==> src/rtl/tbps_pkg.sv <==
package tbps_pkg;

	// Default depth of the waiting-packet queue
	localparam int QUEUE_DEPTH_DEF = 64;

	// Field widths
	localparam int ID_W     = 32;
	localparam int TOKEN_W  = 16;
	localparam int STATUS_W = 3;
	localparam int QCOUNT_W = 7;
	localparam int ENTRY_W  = ID_W + TOKEN_W;

	// Bus widths
	localparam int IN_DATA_W  = ENTRY_W;
	localparam int OUT_DATA_W = 1 + ID_W + TOKEN_W + TOKEN_W + QCOUNT_W;

	// Bucket depth after reset
	localparam logic [TOKEN_W-1:0] DEPTH_RESET = 16'd10;

	// Request kinds
	localparam logic OP_TICK   = 1'b0;
	localparam logic OP_PACKET = 1'b1;

	// Result status codes
	localparam logic [STATUS_W-1:0] ST_TOKEN_ADDED   = 3'd0;
	localparam logic [STATUS_W-1:0] ST_TOKEN_DROPPED = 3'd1;
	localparam logic [STATUS_W-1:0] ST_QUEUED        = 3'd2;
	localparam logic [STATUS_W-1:0] ST_TOO_LARGE     = 3'd3;
	localparam logic [STATUS_W-1:0] ST_QUEUE_FULL    = 3'd4;

	// Controller to datapath commands
	typedef struct packed {
		logic load;    // capture request and read queue head
		logic commit;  // update state and load result register
	} cmd_t;

	// Result payload, first field in the highest bits
	typedef struct packed {
		logic [QCOUNT_W-1:0] queue_count;
		logic [TOKEN_W-1:0]  bucket_level;
		logic [TOKEN_W-1:0]  released_tokens;
		logic [ID_W-1:0]     released_id;
		logic                released;
	} res_t;

endpackage

==> src/rtl/tbps_ctrl.sv <==
module tbps_ctrl (
	input  logic              clk,
	input  logic              arst_n,
	input  logic              in_valid,
	output logic              in_ready,
	output logic              out_valid,
	input  logic              out_ready,
	output tbps_pkg::cmd_t    cmd
);

	localparam logic [0:0] S_IDLE = 1'b0;
	localparam logic [0:0] S_EXEC = 1'b1;

	logic [0:0] state_q;
	logic       out_valid_q;
	logic       out_free;

	// Accept only when idle; commit once the result register is free
	assign in_ready   = (state_q == S_IDLE);
	assign out_free   = !out_valid_q || out_ready;
	assign cmd.load   = in_valid && in_ready;
	assign cmd.commit = (state_q == S_EXEC) && out_free;
	assign out_valid  = out_valid_q;

	always_ff @(posedge clk or negedge arst_n) begin
		if (!arst_n) begin
			state_q     <= S_IDLE;
			out_valid_q <= 1'b0;
		end else begin
			unique case (state_q)
				S_IDLE: begin
					if (cmd.load) state_q <= S_EXEC;
				end
				S_EXEC: begin
					if (cmd.commit) state_q <= S_IDLE;
				end
				default: state_q <= S_IDLE;
			endcase
			// Result register valid flag
			if (cmd.commit)     out_valid_q <= 1'b1;
			else if (out_ready) out_valid_q <= 1'b0;
		end
	end

endmodule

==> src/rtl/tbps_dpath.sv <==
module tbps_dpath #(
	parameter int QUEUE_DEPTH = tbps_pkg::QUEUE_DEPTH_DEF
) (
	input  logic                           clk,
	input  logic                           arst_n,
	input  logic                           cfg_we,
	input  logic [tbps_pkg::TOKEN_W-1:0]   cfg_wdata,
	input  logic                           in_op,
	input  logic [tbps_pkg::ID_W-1:0]      in_pid,
	input  logic [tbps_pkg::TOKEN_W-1:0]   in_need,
	input  tbps_pkg::cmd_t                 cmd,
	output logic [tbps_pkg::STATUS_W-1:0]  status,
	output tbps_pkg::res_t                 res
);

	localparam int PW = (QUEUE_DEPTH > 1) ? $clog2(QUEUE_DEPTH) : 1;
	localparam int CW = $clog2(QUEUE_DEPTH + 1);
	localparam logic [PW-1:0] LAST_SLOT = PW'(QUEUE_DEPTH - 1);
	localparam logic [CW-1:0] FULL_CNT  = CW'(QUEUE_DEPTH);

	// Queue storage: {tokens, id}
	logic [tbps_pkg::ENTRY_W-1:0] mem [QUEUE_DEPTH];
	logic [tbps_pkg::ENTRY_W-1:0] rd_q;

	// Captured request
	logic                         op_q;
	logic [tbps_pkg::ID_W-1:0]    pid_q;
	logic [tbps_pkg::TOKEN_W-1:0] need_q;

	// Shaper state
	logic [tbps_pkg::TOKEN_W-1:0] depth_q;
	logic [tbps_pkg::TOKEN_W-1:0] level_q;
	logic [PW-1:0]                head_q;
	logic [PW-1:0]                tail_q;
	logic [CW-1:0]                cnt_q;

	// Result register
	logic [tbps_pkg::STATUS_W-1:0] status_q;
	tbps_pkg::res_t                res_q;

	logic [tbps_pkg::STATUS_W-1:0] status_d;
	logic [tbps_pkg::TOKEN_W-1:0]  lvl_base;
	logic [tbps_pkg::TOKEN_W-1:0]  lvl_next;
	logic [tbps_pkg::TOKEN_W-1:0]  rel_tok;
	logic [tbps_pkg::ID_W-1:0]     rel_id;
	logic                          rel;
	logic                          push;
	logic [CW-1:0]                 cnt_next;
	logic [PW-1:0]                 head_next;
	logic [PW-1:0]                 tail_next;

	// Step decision
	always_comb begin
		status_d = tbps_pkg::ST_TOKEN_ADDED;
		lvl_base = level_q;
		rel_id   = pid_q;
		rel_tok  = need_q;
		rel      = 1'b0;
		push     = 1'b0;
		if (op_q == tbps_pkg::OP_TICK) begin
			rel_id  = rd_q[tbps_pkg::ID_W-1:0];
			rel_tok = rd_q[tbps_pkg::ENTRY_W-1:tbps_pkg::ID_W];
			if (level_q < depth_q) begin
				lvl_base = level_q + 16'd1;
				status_d = tbps_pkg::ST_TOKEN_ADDED;
			end else begin
				status_d = tbps_pkg::ST_TOKEN_DROPPED;
			end
			rel = (cnt_q != '0) && (rel_tok <= lvl_base);
		end else if (need_q > depth_q) begin
			status_d = tbps_pkg::ST_TOO_LARGE;
		end else if (cnt_q == FULL_CNT) begin
			status_d = tbps_pkg::ST_QUEUE_FULL;
		end else begin
			// Arrival into an empty queue may leave at once
			status_d = tbps_pkg::ST_QUEUED;
			push     = 1'b1;
			rel      = (cnt_q == '0) && (need_q <= level_q);
		end
		lvl_next = rel ? (lvl_base - rel_tok) : lvl_base;
	end

	// Pointer and count updates
	always_comb begin
		head_next = head_q;
		tail_next = tail_q;
		cnt_next  = cnt_q;
		if (rel)  head_next = (head_q == LAST_SLOT) ? '0 : head_q + 1'b1;
		if (push) tail_next = (tail_q == LAST_SLOT) ? '0 : tail_q + 1'b1;
		if (push && !rel)      cnt_next = cnt_q + 1'b1;
		else if (rel && !push) cnt_next = cnt_q - 1'b1;
	end

	// Control state
	always_ff @(posedge clk or negedge arst_n) begin
		if (!arst_n) begin
			depth_q <= tbps_pkg::DEPTH_RESET;
			level_q <= '0;
			head_q  <= '0;
			tail_q  <= '0;
			cnt_q   <= '0;
		end else begin
			if (cfg_we) depth_q <= cfg_wdata;
			if (cmd.commit) begin
				level_q <= lvl_next;
				head_q  <= head_next;
				tail_q  <= tail_next;
				cnt_q   <= cnt_next;
			end
		end
	end

	// Request capture, queue memory and result payload
	always_ff @(posedge clk) begin
		if (cmd.load) begin
			op_q   <= in_op;
			pid_q  <= in_pid;
			need_q <= in_need;
			rd_q   <= mem[head_q];
		end
		if (cmd.commit && push) mem[tail_q] <= {need_q, pid_q};
		if (cmd.commit) begin
			status_q              <= status_d;
			res_q.released        <= rel;
			res_q.released_id     <= rel ? rel_id : '0;
			res_q.released_tokens <= rel ? rel_tok : '0;
			res_q.bucket_level    <= lvl_next;
			res_q.queue_count     <= tbps_pkg::QCOUNT_W'(cnt_next);
		end
	end

	assign status = status_q;
	assign res    = res_q;

endmodule

==> src/rtl/token_bucket_packet_shaper_core.sv <==
// Channel   Dir  tdata (low bit up)                               tuser
// s_axis    in   packet_id[31:0], tokens_needed[47:32]             operation
// m_axis    out  released[0], released_id[32:1],                   status
//                released_tokens[48:33], bucket_level[64:49],
//                queue_count[71:65]
// cfg       in   cfg_wdata = token cap of the bucket, written when cfg_we
//
// Each request takes two steps: the first captures it and reads the queue head
// from the synchronous queue memory, the second updates the bucket and queue.
// One request is in work at a time; the next is taken while a result waits.
// A stalled m_axis holds the second step until the result register frees.
// arst_n clears bucket level, queue pointers and count; depth resets to 10.
module token_bucket_packet_shaper_core #(
	parameter int QUEUE_DEPTH = tbps_pkg::QUEUE_DEPTH_DEF
) (
	input  logic                             clk,
	input  logic                             arst_n,
	input  logic                             cfg_we,
	input  logic [tbps_pkg::TOKEN_W-1:0]     cfg_wdata,
	input  logic                             s_axis_tvalid,
	output logic                             s_axis_tready,
	input  logic [tbps_pkg::IN_DATA_W-1:0]   s_axis_tdata,   // packet_id, tokens_needed
	input  logic                             s_axis_tuser,   // operation
	output logic                             m_axis_tvalid,
	input  logic                             m_axis_tready,
	output logic [tbps_pkg::OUT_DATA_W-1:0]  m_axis_tdata,   // released, released_id,
	                                                         // released_tokens,
	                                                         // bucket_level, queue_count
	output logic [tbps_pkg::STATUS_W-1:0]    m_axis_tuser    // status
);

	tbps_pkg::cmd_t cmd;
	tbps_pkg::res_t res;

	tbps_ctrl u_ctrl (
		.clk       (clk),
		.arst_n    (arst_n),
		.in_valid  (s_axis_tvalid),
		.in_ready  (s_axis_tready),
		.out_valid (m_axis_tvalid),
		.out_ready (m_axis_tready),
		.cmd       (cmd)
	);

	tbps_dpath #(
		.QUEUE_DEPTH (QUEUE_DEPTH)
	) u_dpath (
		.clk       (clk),
		.arst_n    (arst_n),
		.cfg_we    (cfg_we),
		.cfg_wdata (cfg_wdata),
		.in_op     (s_axis_tuser),
		.in_pid    (s_axis_tdata[tbps_pkg::ID_W-1:0]),
		.in_need   (s_axis_tdata[tbps_pkg::ENTRY_W-1:tbps_pkg::ID_W]),
		.cmd       (cmd),
		.status    (m_axis_tuser),
		.res       (res)
	);

	assign m_axis_tdata = res;

`ifndef SYNTHESIS
	// A request is never taken while the previous one is in work
	a_one_in_work: assert property (@(posedge clk) disable iff (!arst_n)
		(s_axis_tvalid && s_axis_tready) |=> !s_axis_tready)
		else $error("request accepted while another is in work");

	// Commit never overwrites a result that has not been taken
	a_no_overwrite: assert property (@(posedge clk) disable iff (!arst_n)
		cmd.commit |-> (!m_axis_tvalid || m_axis_tready))
		else $error("result register overwritten");

	// No release means zero id and tokens
	a_rel_zero: assert property (@(posedge clk) disable iff (!arst_n)
		(m_axis_tvalid && !res.released) |->
			(res.released_id == '0 && res.released_tokens == '0))
		else $error("release fields set without a release");

	// Dropped packets never release anything
	a_drop_norel: assert property (@(posedge clk) disable iff (!arst_n)
		(m_axis_tvalid && (m_axis_tuser == tbps_pkg::ST_TOO_LARGE ||
			m_axis_tuser == tbps_pkg::ST_QUEUE_FULL)) |-> !res.released)
		else $error("release reported with a dropped packet");
`endif

endmodule

==> config.mk <==
export PLATFORM = sky130hd
export DESIGN_NAME = token_bucket_packet_shaper_core
export DESIGN_NICKNAME = d
export VERILOG_FILES = /design/src/rtl/tbps_pkg.sv /design/src/rtl/tbps_ctrl.sv /design/src/rtl/tbps_dpath.sv /design/src/rtl/token_bucket_packet_shaper_core.sv
export SDC_FILE = /design/constraint.sdc
export NUM_CORES = 2
export LEC_CHECK = 0
export BUFFER_PORTS_ARGS = -buffer_cell sky130_fd_sc_hd__buf_2
export CAP_MARGIN = 20
export CORE_ASPECT_RATIO = 2
export CORE_MARGIN = 8
export CORE_UTILIZATION = 35
export DETAILED_ROUTE_END_ITERATION = 16
export HOLD_SLACK_MARGIN = 0.12
export MAX_ROUTING_LAYER = met4
export PLACE_DENSITY = 0.52
export REMOVE_ABC_BUFFERS = 1
export SYNTH_ARGS = -nofsm -noshare
export SYNTH_HDL_FRONTEND = slang
export SYNTH_SLANG_ARGS = --single-unit
==> constraint.sdc <==
create_clock -name clk -period 6.31 [get_ports clk]
set_clock_uncertainty 0.15 [all_clocks]
set_input_delay 0.9465 -clock clk [delete_from_list [all_inputs] [get_ports clk]]
set_output_delay 0.9465 -clock clk [all_outputs]
set_load 0.1 [all_outputs]
; ---- Yosys cells after proc, flatten, opt, wreduce, memory -nomap -nowiden
; Memories as Yosys holds them, arrays and structs flattened. A register that Yosys moved wholly into a read port is not among the register bits.
; Index checks and enable logic that the tools add are counted.
[word_totals]
regBits = 177
latch_bits = 0
ram_bits = 3072
rom_bits = 0
inputBits = 70
output_inout_bits = 77
n_memories = 1
[classes]
n_addsub = 6
n_mul = 0
n_div = 0
order_cmp = 4
n_eq_ne = 3
shift = 0
muxes = 27
bitwise = 1
reduce_logical = 16
[memory_table]
columns = name, depth, width, rd, rd_clocked_by_memory_dff, wr, line_no
row1 = u_dpath.mem, 64, 48, 1, 1, 1, tbps_dpath.sv:22  ; logic [tbps_pkg::ENTRY_W-1:0] mem [QUEUE_DEPTH];
[ops]
columns = op, count
row1 = 16-bit two-way mux, 5
row2 = 16-bit <= comparator, 2
row3 = 32-bit two-way mux, 1
row4 = 16-bit by 1-bit adder with 16-bit output (second input constant), 1
row5 = 16-bit greater-than comparator, 1
row6 = 16-bit less-than comparator, 1
row7 = 16-bit subtractor, 1
row8 = 7-bit two-way mux, 2
row9 = 1-bit two-way mux, 13
row10 = 6-bit by 1-bit adder with 6-bit output (second input constant), 2
row11 = 6-bit equality test (second input constant), 2
row12 = 6-bit two-way mux, 2
row13 = 3-bit two-way mux, 3
row14 = 7-bit by 1-bit adder with 7-bit output (second input constant), 1
row15 = 7-bit equality test (second input constant), 1
row16 = 1-bit logical AND, 7
row17 = 7-bit zero test, 1
row18 = 7-bit nonzero test, 1
row19 = 7-bit by 1-bit subtractor with 7-bit output (second input constant), 1
row20 = 2-bit AND reduction, 2
row21 = 1-bit zero test, 3
row22 = 1-bit one-hot mux with 2 select lines, 1
row23 = 2-bit nonzero test, 1
row24 = 1-bit logical OR, 1
row25 = 1-bit inverter, 1

; ---- Logic depth before layout (Yosys ltp)
[logic_depth]
depth_word = 9
mapped_depth = 22
depth_no_buf = 20

; ---- Hierarchy
; From an unflattened synthesis, not the netlist that was laid out.
[unflattened]
cells_unflattened = 5310
hier_area_um2 = 127733.8
[modules_own_cells]
columns = mod, n_inst, cells_each, area_each_um2, seq_area_each_um2
row1 = tbps_dpath, 1, 5302, 127639.9, 98692.2
row2 = tbps_ctrl, 1, 8, 93.8, 50.0

; ---- Least setup slack after synthesis
; No wires, ideal clock.
[synth_timing]
path_type = input to register
startpoint = input s_axis_tvalid
endpoint = register u_dpath.need_q[0] in the netlist's numbering (enable)
setup_time_ns = 0.566
t_arrival_ns = 5.193
required_time_ns = 5.594
path_slack_ns = 0.401
path_stages = 1
path_cell_list = nor2b_1
[synth_between]
elab_chain_cells = 1
[synth_rtl]
columns = item, line_no
row1 = start: declaration, token_bucket_packet_shaper_core.sv:20  ; input logic s_axis_tvalid,
row2 = 1-bit logical AND, tbps_ctrl.sv:21  ; assign cmd.load = in_valid && in_ready;
row3 = end signal: assignment, tbps_dpath.sv:118  ; need_q <= in_need;
row4 = end: declaration, tbps_dpath.sv:28  ; logic [tbps_pkg::TOKEN_W-1:0] need_q;
; No other way between the ends.
; A chain may end at the register's enable or synchronous reset.

; ---- Worst setup path in the final report
[layout_timing]
startpoint = register u_dpath.depth_q[1] in the netlist's numbering
endpoint = register u_dpath.level_q[10] in the netlist's numbering
[layout_between]
elab_chain_cells = 7
[layout_rtl]
columns = item, line_no
row1 = start: declaration, tbps_dpath.sv:31  ; logic [tbps_pkg::TOKEN_W-1:0] depth_q;
row2 = start signal: assignment, tbps_dpath.sv:97  ; depth_q <= tbps_pkg::DEPTH_RESET;
row3 = start signal: assignment, tbps_dpath.sv:103  ; if (cfg_we) depth_q <= cfg_wdata;
row4 = 16-bit less-than comparator, tbps_dpath.sv:63  ; if (level_q < depth_q) begin
row5 = 16-bit two-way mux, tbps_dpath.sv:63
row6 = 16-bit two-way mux, tbps_dpath.sv:60  ; if (op_q == tbps_pkg::OP_TICK) begin
row7 = 16-bit <= comparator, tbps_dpath.sv:69  ; rel = (cnt_q != '0) && (rel_tok <= lvl_base);
row8 = 1-bit logical AND, tbps_dpath.sv:69
row9 = 1-bit two-way mux, tbps_dpath.sv:60
row10 = 16-bit two-way mux (*), tbps_dpath.sv:80  ; lvl_next = rel ? (lvl_base - rel_tok) : lvl_base;
row11 = "net u_dpath.lvl_next, one bit", tbps_dpath.sv:43  ; logic [tbps_pkg::TOKEN_W-1:0] lvl_next;
row12 = end signal: assignment, tbps_dpath.sv:105  ; level_q <= lvl_next;
row13 = end: declaration, tbps_dpath.sv:32  ; logic [tbps_pkg::TOKEN_W-1:0] level_q;
; Mark *: on every way through the listed nets, which the timed path passes. The rest lies on a longest branch. The select of a mux whose other input is x is not followed.

==> impl_metrics.py <==
metrics = {
    "cts": {
        "cts_tree": "done",
        "cts-root-buf": "clkbuf_16",
        "cts_buffers": 302,
        "clk_pin_slew_ns": 0.07,
        "clkLatencyLatePin_ns": 0.91,
        "cts_max_level": 5,
        "clock_sinks": 3297,
        "cts_buffer_depth": 4,
    },
    "synthesis": {
        "yosysWarnings": 0,
        "synth_ff_type": "edfxtp_1",
        "synth_top_family_by_area": "multiplexers",
        "ys_ff_latch": 3297,
        "seq_area_frac_synth_pct": 77.4,
        "syn_area_um2": 128000,
        "synth_adder_area_share_pct": 0.830,
        "syn_area_per_cell_um2": 24.0,
        "synth_xor_area_share_pct": 0.364,
        "synthMuxAreaShare_pct": 18.5,
        "synth_async_sr_flop_share_pct": 1.61,
        "synth_edf_count": 3244,
        "yosys.area_share.simple_pct": 1.17,
        "synth_cell_type_count": 76,
        "synth_cells": 5309,
        "synth_compound_area_share_pct": 0.802,
    },
    "sta": {
        "finalWorstSetupSlack_ns": 0.402,
        "period_share_pct": 93.6,
        "relSlewSlack_pct": 27.2,
        "tns_ns": 0,
        "final_max_slew_viol_count": 0,
        "finalHoldViolCount": 0,
        "holdWs_ns": 0.158,
        "min_period_ns": 5.91,
        "rsz0062_at_grt": "false",
        "setup_viol": 0,
        "tightest_slew_ns": 1.09,
        "fmax_mhz": 169,
    },
    "critical_path": {
        "crit_path_cell_trace": "inv_1 -> ha_1 -> a2111oi_0 -> o31a_1 -> o21ai_2 -> nor3_1 -> nand3_1 -> nor3_1 -> xnor2_1 -> ha_1 -> nand4_1 -> or4_1 -> or3_1 -> a211o_1 -> o21a_4 -> inv_4 -> mux2_2 -> mux2_2",
        "reg2reg_slack_ns": 0.40,
        "max_stage_delay_ns": 0.59,
        "reg2reg_to": "u_dpath.level_q[10]",
        "end_kind": "flop",
        "crit_start": "u_dpath.depth_q[1]",
        "cp_data_required_time_ns": 6.94,
        "arrival_ns": 6.54,
        "slowest_stage": "or4_1",
        "ff2ff_path_depth": 18,
        "endpoint": "u_dpath.level_q[10]",
        "timing.rr.start": "u_dpath.depth_q[1]",
        "path_max_fanout": 20,
        "critical_path_class": "flop to flop",
        "cp-start-kind": "flop",
    },
    "floorplan": {
        "die-area_um2": 385000,
        "start_util_pct": 35.1,
        "die_w_um": 443,
        "io_pins": 147,
        "die-height_um": 870,
        "rows": 313,
        "core_um2": 363000,
    },
    "layout": {
        "n_fill_cell": 31300,
        "area_growth_pct": 15.5,
        "layout_common_cells": "3,244 x edfxtp_1, 1,008 x mux4_2, 307 x clkbuf_16",
        "final_core_util_pct": 40.6,
        "regArea_um2": 98800,
        "multi_input_area_um2": 28100,
        "final_common_cell": "edfxtp_1",
        "stdcell_area_um2": 147000,
        "layout-drive-gt1-share_pct": 32.5,
        "nNetsFinal": 5988,
    },
    "run_status": {
        "outcome": "finished clean",
    },
    "detailed_routing": {
        "drc": 0,
        "drtIter0Drc": 5656,
        "top_layer": "met4",
        "met2WireLength_mm": 216,
        "final_antenna_net_count": 0,
        "totalWireLength_mm": 386,
        "wl_met1_mm": 141,
        "via_per_inst": 5.58,
        "drtPass1Iterations": 7,
        "wl_per_cell_um": 35.8,
        "vias": 60200,
        "wl_met3_mm": 17.0,
    },
    "global_routing": {
        "grt_use_total_pct": 20.1,
        "antenna_found_initial": 12,
        "grt_pass1_wl_mm": 529,
        "globalRouteOverflowTotal": 0,
        "grt_pass1_vias": 64000,
        "grt_max_degree": 111,
    },
    "placed_design": {
        "placed_cell_area_um2": 137000,
        "dp_hpwl_mm": 212,
        "dp_slack_ns": 0.340,
        "port_buffers": 146,
        "gp_congestion": 0.809,
    },
    "worst_hold_path": {
        "hp-class": "input port to flop",
    },
    "pwr": {
        "power_density_nw_per_um2": 399,
        "worst_ir_drop_vdd_mv": 0.355,
        "leakage_nw": 45.3,
    },
    "run": {
        "drv_cap": 0,
    },
}
## sequential cells by signal, summed over array words and instances (netlist names)
register and flops:
u_ctrl.state_q 1, u_ctrl.out_valid 1, u_dpath.op_q 1, u_dpath.mem 3072, u_dpath.cnt_q 7, u_dpath.pid_q 32
u_dpath.res 72, u_dpath.tail_q 6, u_dpath.depth_q 16, u_dpath.level_q 16, u_dpath.status 3, u_dpath.need_q 16
u_dpath.head_q 6, u_dpath.rd_q 48
## worst min path at each step
stage                           start             endpoint  cells past startpoint
floorplan            u_dpath.cnt_q[5]     u_dpath.cnt_q[5]                      1
global placement    u_dpath.need_q[0]  u_dpath.mem[16][32]                      0
detailed placement  u_dpath.need_q[0]  u_dpath.mem[16][32]                      0
CTS                     m_axis_tready       u_ctrl.state_q                      3
global route         s_axis_tdata[33]    u_dpath.need_q[1]                      1
finish               s_axis_tdata[33]    u_dpath.need_q[1]                      1
## final cells by class
class	count	area share, %
multi-input combinational	1699	19.1
clock inverter	165	1.17
tap	4725	4.01
antenna	7	0.0119
sequential	3297	67.0
timing repair buffer	488	3.27
clock buffer	365	5.36
inverter	46	0.122
## per-layer routing
metal / up-vias / track usage, %
li1: 23800 / -
met1: 34000 / 22.8
met2: 1890 / 37.5
met3: 532 / 2.16
met4: 0 / 5.58
met5: - / -
## cells by family after synthesis
group | after synthesis
flops | 3297
simple gates | 322
mux | 1089
xor+xnor | 53
fa+ha+maj | 84
compound gates | 151
buf+inv | 313
## timing repair
action / 4_1_cts / 5_1_grt
setup buffers: 0 / 0
resized for setup: 0 / 0
hold buffers: 64 / 0
hold endpoints to repair: 114 / 0
setup endpoints to repair: 0 / 0
## cells in the mapped netlist, types with 14 or more instances
cell	number	area [um^2]
mux4_2	1008	22700
nand4_1	14	87.6
a21oi_1	38	190
ha_1	83	1040
mux2i_1	52	521
buf_2	15	75.1
o21ai_0	40	200
edfxtp_1	3244	97400
nand3_1	23	115
nor2_1	136	510
nand2_1	73	274
inv_1	44	165
buf_1	68	255
xnor2_1	44	385
nor3_1	15	75.1
dfrtp_1	51	1280
mux2_2	26	293
clkbuf_1	181	679
## critical path: cells and delay by family, from the launching register on
family | cells | cell delay [ns]
AOI/OAI and AO/OA | 5 | 1.56
DFF | 1 | 0.52
and+or+nand+nor | 6 | 1.86
muxes | 2 | 0.67
adders and majority gates | 2 | 0.58
buffers and inverters | 2 | 0.33
xor gates and xnor gates | 1 | 0.10
## power by group
part	internal (W)	switching, W	leakage (nW)
Combinational	0.00698	0.00800	10.8
Sequential	0.0248	0.000593	29.9
Clock	0.0103	0.00827	4.66
## through the flow
stage,power (W),std cells
2_1_floorplan,0.0357,5042
3_3_place_gp,0.0410,10200
3_5_place_dp,0.0411,10200
4_1_cts,0.0596,10800
5_1_grt,0.0609,10800
6_report,0.0589,10800
Power figures use the tool's default switching activity.
